<file path="src/hdl/hlsrgb_pkg.sv">
// ----------------------------------------------------------------------------
// hlsrgb_pkg
// Shared types, constants and the hue profile function of the HLS to RGB
// converter.
// ----------------------------------------------------------------------------
package hlsrgb_pkg;

  typedef logic [8:0]  hue_t;
  typedef logic [13:0] lvl4_t;
  typedef logic [19:0] chan_val_t;

  typedef struct packed {
    logic en3;
    logic en4;
    logic en5;
  } adv_t;

  localparam hue_t        HueFull    = 9'd360;
  localparam logic [17:0] HueBias    = 18'd33120;
  localparam logic [30:0] HueRecip   = 31'd11651;
  localparam int unsigned HueShift   = 22;
  localparam logic [7:0]  PctMax     = 8'd100;
  localparam logic [6:0]  PctHalf    = 7'd50;
  localparam logic [5:0]  Segment    = 6'd60;
  localparam hue_t        PlateauEnd = 9'd180;
  localparam hue_t        FallEnd    = 9'd240;
  localparam hue_t        OffRed     = 9'd0;
  localparam hue_t        OffGreen   = 9'd120;
  localparam hue_t        OffBlue    = 9'd240;
  localparam logic [44:0] LevelRecip = 45'd29205779;
  localparam int unsigned LevelShift = 36;

  function automatic logic [5:0] chan_factor(hue_t hue, hue_t off);
    hue_t       t;
    logic [5:0] f;
    if (hue >= off) begin
      t = hue - off;
    end else begin
      t = 9'(10'(hue) + 10'(HueFull) - 10'(off));
    end
    priority if (t < 9'(Segment)) begin
      f = t[5:0];
    end else if (t < PlateauEnd) begin
      f = Segment;
    end else if (t < FallEnd) begin
      f = 6'(FallEnd - t);
    end else begin
      f = 6'd0;
    end
    return f;
  endfunction

endpackage

</file>
<file path="src/hdl/hlsrgb_chan.sv">
// ----------------------------------------------------------------------------
// hlsrgb_chan
// One color channel: hue profile factor, channel value over the common
// denominator, and scaling to an 8-bit level by reciprocal multiplication.
// ----------------------------------------------------------------------------
module hlsrgb_chan #(
  parameter logic [8:0] OFFSET = 9'd0
) (
  input  logic                  clk_i,
  input  hlsrgb_pkg::adv_t      adv_i,
  input  hlsrgb_pkg::hue_t      hue_i,
  input  hlsrgb_pkg::lvl4_t     m4_i,
  input  hlsrgb_pkg::lvl4_t     span_i,
  output logic [7:0]            level_o
);

  logic [5:0]            fac_q;
  hlsrgb_pkg::chan_val_t val_d, val_q;
  logic [44:0]           prod;
  logic [7:0]            level_q;

  always_ff @(posedge clk_i) begin
    if (adv_i.en3) begin
      fac_q <= hlsrgb_pkg::chan_factor(hue_i, OFFSET);
    end
  end

  assign val_d = 20'(20'(m4_i) * 20'(hlsrgb_pkg::Segment)) + 20'(20'(fac_q) * 20'(span_i));

  always_ff @(posedge clk_i) begin
    if (adv_i.en4) begin
      val_q <= val_d;
    end
  end

  assign prod = 45'(val_q) * hlsrgb_pkg::LevelRecip;

  always_ff @(posedge clk_i) begin
    if (adv_i.en5) begin
      level_q <= 8'(prod >> hlsrgb_pkg::LevelShift);
    end
  end

  assign level_o = level_q;

endmodule

</file>
<file path="src/hdl/hls_to_rgb_converter.sv">
// ----------------------------------------------------------------------------
// hls_to_rgb_converter
// HLS to RGB color conversion, five-stage pipeline.
// ----------------------------------------------------------------------------
// Takes one color word per cycle while the output is not stalled and returns
// its red, green and blue levels from stage five. Stage one wraps the hue
// by reciprocal multiplication and forms the saturation product, stage two
// finishes the hue remainder and the lower level and span, stage three picks
// each channel's profile factor, stage four forms the channel value and stage
// five scales it to 8 bits. Each stage advances on its own whenever the stage
// after it is empty or moving, so a stall at the output fills bubbles before
// it pushes back on the input.
module hls_to_rgb_converter (
  input  logic        clk_i,
  input  logic        rst_ni,
  input  logic        valid_i,
  output logic        stall_o,
  input  logic [15:0] hue_degrees_i,
  input  logic [7:0]  lightness_pct_i,
  input  logic [7:0]  saturation_pct_i,
  output logic        valid_o,
  input  logic        stall_i,
  output logic [7:0]  red_level_o,
  output logic [7:0]  green_level_o,
  output logic [7:0]  blue_level_o
);

  logic v1_q, v2_q, v3_q, v4_q, v5_q;
  logic en1, en2, en3, en4, en5;
  hlsrgb_pkg::adv_t adv;

  logic [17:0] hue_biased;
  logic [16:0] u_d, u_q;
  logic [30:0] quot_prod;
  logic [7:0]  quot_d, quot_q;
  logic [6:0]  l_clamp, s_clamp, l_min;
  logic [12:0] ls_d, ls_q;
  logic [6:0]  l_q;

  hlsrgb_pkg::hue_t  hue_d, hue_q;
  hlsrgb_pkg::lvl4_t m4_d, m4_q, span_d, span_q;
  hlsrgb_pkg::lvl4_t m4_3_q, span_3_q;

  assign en5 = !v5_q || !stall_i;
  assign en4 = !v4_q || en5;
  assign en3 = !v3_q || en4;
  assign en2 = !v2_q || en3;
  assign en1 = !v1_q || en2;
  assign stall_o = !en1;
  assign valid_o = v5_q;

  assign adv.en3 = en3;
  assign adv.en4 = en4;
  assign adv.en5 = en5;

  always_ff @(posedge clk_i or negedge rst_ni) begin
    if (!rst_ni) begin
      v1_q <= 1'b0;
      v2_q <= 1'b0;
      v3_q <= 1'b0;
      v4_q <= 1'b0;
      v5_q <= 1'b0;
    end else begin
      if (en1) v1_q <= valid_i;
      if (en2) v2_q <= v1_q;
      if (en3) v3_q <= v2_q;
      if (en4) v4_q <= v3_q;
      if (en5) v5_q <= v4_q;
    end
  end

  assign hue_biased = 18'($signed(hue_degrees_i)) + hlsrgb_pkg::HueBias;
  assign u_d        = hue_biased[16:0];
  assign quot_prod  = 31'(u_d) * hlsrgb_pkg::HueRecip;
  assign quot_d     = 8'(quot_prod >> hlsrgb_pkg::HueShift);

  assign l_clamp = (lightness_pct_i > hlsrgb_pkg::PctMax) ? 7'(hlsrgb_pkg::PctMax)
                                                          : lightness_pct_i[6:0];
  assign s_clamp = (saturation_pct_i > hlsrgb_pkg::PctMax) ? 7'(hlsrgb_pkg::PctMax)
                                                           : saturation_pct_i[6:0];
  assign l_min   = (l_clamp > hlsrgb_pkg::PctHalf) ? 7'(7'(hlsrgb_pkg::PctMax) - l_clamp)
                                                   : l_clamp;
  assign ls_d    = 13'(s_clamp) * 13'(l_min);

  always_ff @(posedge clk_i) begin
    if (en1) begin
      u_q    <= u_d;
      quot_q <= quot_d;
      l_q    <= l_clamp;
      ls_q   <= ls_d;
    end
  end

  assign hue_d  = 9'(u_q - 17'(quot_q) * 17'(hlsrgb_pkg::HueFull));
  assign m4_d   = 14'(14'(l_q) * 14'(hlsrgb_pkg::PctMax)) - 14'(ls_q);
  assign span_d = {ls_q, 1'b0};

  always_ff @(posedge clk_i) begin
    if (en2) begin
      hue_q  <= hue_d;
      m4_q   <= m4_d;
      span_q <= span_d;
    end
  end

  always_ff @(posedge clk_i) begin
    if (en3) begin
      m4_3_q   <= m4_q;
      span_3_q <= span_q;
    end
  end

  hlsrgb_chan #(.OFFSET(hlsrgb_pkg::OffRed)) u_red (
    .clk_i   (clk_i),
    .adv_i   (adv),
    .hue_i   (hue_q),
    .m4_i    (m4_3_q),
    .span_i  (span_3_q),
    .level_o (red_level_o)
  );

  hlsrgb_chan #(.OFFSET(hlsrgb_pkg::OffGreen)) u_green (
    .clk_i   (clk_i),
    .adv_i   (adv),
    .hue_i   (hue_q),
    .m4_i    (m4_3_q),
    .span_i  (span_3_q),
    .level_o (green_level_o)
  );

  hlsrgb_chan #(.OFFSET(hlsrgb_pkg::OffBlue)) u_blue (
    .clk_i   (clk_i),
    .adv_i   (adv),
    .hue_i   (hue_q),
    .m4_i    (m4_3_q),
    .span_i  (span_3_q),
    .level_o (blue_level_o)
  );

endmodule

</file>
<file path="config.mk">
export PLATFORM = sky130hd
export DESIGN_NAME = hls_to_rgb_converter
export DESIGN_NICKNAME = d
export VERILOG_FILES = /design/src/hdl/hlsrgb_pkg.sv /design/src/hdl/hlsrgb_chan.sv /design/src/hdl/hls_to_rgb_converter.sv
export SDC_FILE = /design/constraint.sdc
export NUM_CORES = 2
export LEC_CHECK = 0
export BUFFER_PORTS_ARGS = -buffer_cell sky130_fd_sc_hd__buf_4
export CAP_MARGIN = 20
export CORE_UTILIZATION = 50
export DETAILED_ROUTE_END_ITERATION = 10
export HOLD_SLACK_MARGIN = 0.02
export PLACE_DENSITY_LB_ADDON = 0.15
export SETUP_SLACK_MARGIN = 0.1
export SKIP_LAST_GASP = 1
export SYNTH_ARGS = -nofsm -noshare
export SYNTH_HDL_FRONTEND = slang
export SYNTH_HIERARCHICAL = 1
export SYNTH_SLANG_ARGS = --single-unit
</file>
<file path="constraint.sdc">
create_clock -name clk_i -period 8.97 [get_ports clk_i]
set_clock_uncertainty 0.05 [all_clocks]
set_input_delay 0.897 -clock clk_i [delete_from_list [all_inputs] [get_ports clk_i]]
set_output_delay 0.897 -clock clk_i [all_outputs]
set_load 0.02 [all_outputs]
</file>
==> impl_metrics.env <==
export IMPL_dieHeight_um=322
export IMPL_cpMostUsedCell="fa_1"
export IMPL_fmax_mhz=139
export IMPL_slowest_delay_ns=0.84
export IMPL_grt_max_degree=57
export IMPL_io_buffers=61
export IMPL_reg2reg_from="u_blue/val_q[3]"
export IMPL_clock_latency_ns=0.61
export IMPL_synth_edf_count=198
export IMPL_drv_slew=0
export IMPL_reg2reg_slack_ns=1.79
export IMPL_arrival_ns=7.49
export IMPL_routed_wl_um=114000
export IMPL_n_fill_cell=9244
export IMPL_finalSetupViolCount=0
export IMPL_synth_ff_type="edfxtp_1"
export IMPL_crit_required_ns=9.28
export IMPL_status="completed"
export IMPL_top_usage_layer="met2"
export IMPL_vias_per_cell=5.17
export IMPL_area_growth_pct=6.55
export IMPL_ff2ff_path_depth=20
export IMPL_async_reset_ff_share_pct=2.46
export IMPL_antenna_left=0
export IMPL_crit_end="u_blue/level_o[4]"
export IMPL_grt_pass1_wl_um=189000
export IMPL_ys_seq_area_share_pct=11.8
export IMPL_use_met2_pct=37.3
export IMPL_hp_class="flip-flop to flip-flop"
export IMPL_path_cells="inv_1 > fa_1 > fa_1 > inv_1 > fa_1 > fa_1 > inv_1 > fa_1 > inv_1 > fa_1 > inv_1 > fa_1 > inv_1 > ha_1 > nand4_1 > or3_1 > o31ai_1 > a21boi_0 > o21ai_0 > xnor2_1"
export IMPL_dp_cells=6588
export IMPL_cts_setup_buffers=0
export IMPL_cts_buffers=28
export IMPL_std_cell_rows=117
export IMPL_crit_type="flip-flop to flip-flop"
export IMPL_drtPass1Iterations=5
export IMPL_critPathLaunchType="flip-flop"
export IMPL_fin_cells=6641
export IMPL_grt_overflow=0
export IMPL_cts_tree="yes"
export IMPL_grt_pass1_vias=36400
export IMPL_synthDistinctLibCells=105
export IMPL_drive_above_1_share_pct=3.72
export IMPL_h_tree_depth=1
export IMPL_drc_errors=0
export IMPL_synthCells=5148
export IMPL_syn_avg_cell_area_um2=9.97
export IMPL_vias=34400
export IMPL_hold_viol_final=0
export IMPL_die_w_um=322
export IMPL_start_util_pct=50.5
export IMPL_min_period_over_period_pct=80.0
export IMPL_mappedNetlistArea_um2=51300
export IMPL_gp_congestion=0.926
export IMPL_first_iter_violations=1729
export IMPL_antenna_found_initial=0
export IMPL_synth_seq_cells=203
export IMPL_drv_cap=0
export IMPL_wl_per_cell_um=17.2
export IMPL_crit_slowest_cell="o31ai_1"
export IMPL_rr_endpoint="u_blue/level_o[4]"
export IMPL_cts_root_buf="clkbuf_16"
export IMPL_cp_startpoint="u_blue/val_q[3]"
export IMPL_core_um2=102000
export IMPL_crit_fanout=7
export IMPL_dp_hpwl_um=98800
export IMPL_use_met3_pct=3.06
export IMPL_fin_crit_ns=7.18
export IMPL_slew_headroom_pct=30.0
export IMPL_nets=7151
export IMPL_num_io_pins=62
export IMPL_path_clk_slew_ns=0.06
export IMPL_clockBufferDepth=3
export IMPL_tightest_slew_ns=1.05
export IMPL_clock_sinks=203
export IMPL_endpoint_kind="flip-flop"
export IMPL_yosysWarnings=6
export IMPL_grt_util_met1_pct=32.9
export IMPL_rsz0062_at_grt="no"
export IMPL_dieArea_um2=104000
export IMPL_antenna_cells=0
export IMPL_tns_ns=0
export IMPL_grt_use_total_pct=23.0
==> how the worst min path moves through the flow <==
| stage | from | to | cells after the start |
|---|---|---|---|
| finish | m4_q[7] | m4_3_q[7] | 0 |
| global placement | m4_q[10] | m4_3_q[10] | 0 |
| global route | span_q[8] | span_3_q[8] | 0 |
| floorplan | u_q[0] | hue_q[0] | 0 |
| detailed placement | span_q[11] | span_3_q[11] | 0 |
| CTS | m4_q[7] | m4_3_q[7] | 0 |
==> routing by layer <==
layer	share of wire, %	wire [um]	vias to the layer above
met4	1.9	2150	0
met3	4.6	5270	111
li1	-	-	16500
met5	0	0	-
met2	46	52500	586
met1	48	54400	17100
==> flip-flops by register name (all words and copies together), names as in the netlist <==
register	cells
u_blue/val_q	20
u_green/val_q	20
u_red/val_q	20
m4_3_q	14
m4_q	14
ls_q	13
span_3_q	12
span_q	12
hue_q	9
u_q	9
u_blue/level_o	8
u_green/level_o	8
u_red/level_o	8
l_q	7
quot_q	6
u_blue/fac_q	6
u_green/fac_q	6
u_red/fac_q	6
v1_q	1
v2_q	1
v3_q	1
v4_q	1
valid_o	1
==> layout make-up <==
| cell class | instances | area, um^2 | share of cell area, % |
|---|---|---|---|
| multi-input combinational | 3516 | 39900 | 72.9 |
| sequential | 203 | 6070 | 11.1 |
| inverter | 1419 | 5330 | 9.74 |
| tap | 1368 | 1710 | 3.13 |
| clock buffer | 29 | 704 | 1.29 |
| timing repair buffer | 84 | 646 | 1.18 |
| clock inverter | 22 | 350 | 0.640 |
==> cells by family (layout without fill, tap and decap cells) <==
family / count (synthesis) / after routing / synth area share, %
AND/OR/NAND/NOR: 815 / 815 / 7.46
XOR/XNOR: 193 / 193 / 3.31
other: 1 / 18 / 0.00730
buffers and inverters: 1446 / 1554 / 10.6
flip-flops: 203 / 203 / 11.8
multiplexers: 9 / 9 / 0.180
AO/OA/AOI/OAI: 618 / 618 / 8.14
adder cells (fa/ha/maj): 1863 / 1863 / 58.5
==> worst max-delay path, delay by kind of cell (launching register included) <==
family / cells / cell delay (ns)
fa+ha+maj: 8 / 3.79
simple gates: 2 / 0.51
buf+inv: 6 / 0.39
flops: 1 / 0.52
xor+xnor: 1 / 0.09
compound gates: 3 / 1.58
==> what timing repair did <==
item	4_1_cts	5_1_grt
hold endpoints to repair	5	0
gates resized for setup	0	0
hold buffers	1	0
==> synth_stat cells (all sizes together) (8+ instances only) <==
library cell / instances / area share (%)
a2111oi: 11 / 0.24
a211oi: 21 / 0.32
a21boi: 15 / 0.24
a21o: 67 / 0.98
a21oi: 184 / 1.8
a31oi: 21 / 0.29
and2: 55 / 0.67
and3: 21 / 0.26
clkbuf: 22 / 0.16
edfxtp: 198 / 12
fa: 894 / 35
ha: 969 / 24
inv: 1419 / 10
nand2: 331 / 2.4
nand2b: 32 / 0.39
nand3: 46 / 0.45
nand4: 24 / 0.29
nor2: 171 / 1.3
nor2b: 32 / 0.40
nor3: 34 / 0.34
nor4: 9 / 0.11
o211ai: 24 / 0.35
o21a: 32 / 0.47
o21ai: 120 / 1.2
o21bai: 20 / 0.29
o31a: 8 / 0.14
o31ai: 11 / 0.16
o41ai: 10 / 0.24
or2: 21 / 0.27
or3: 17 / 0.22
xnor2: 128 / 2.2
xor2: 65 / 1.1
==> layout by cell type (no fill, tap or decap), drive strengths merged, types with 34 or more instances in the layout <==
cell type | netlist | layout
nor2 | 171 | 171
edfxtp | 198 | 198
ha | 969 | 969
fa | 894 | 894
nand3 | 46 | 46
a21o | 67 | 67
xor2 | 65 | 65
a21oi | 184 | 184
o21ai | 120 | 120
nor3 | 34 | 34
buf | 5 | 83
and2 | 55 | 55
nand2 | 331 | 331
inv | 1419 | 1421
xnor2 | 128 | 128
==> through the flow <==
| stage | util, % | hold slack (ns) | setup WS (ns) | instance area (um^2) |
|---|---|---|---|---|
| finish | 53.8 | 0.365 | 1.79 | 54700 |
| global route | 53.8 | 0.374 | 1.52 | 54700 |
| CTS | 53.8 | 0.368 | 1.89 | 54700 |
| detailed placement | 52.7 | 0.355 | 1.79 | 53600 |
| global placement | 52.7 | 0.351 | 1.90 | 53600 |
| floorplan | - | 0.350 | 2.34 | 51400 |
Power is not shown: default switching activity piles up to over one toggle a cycle in this logic, so the estimate is an artifact.
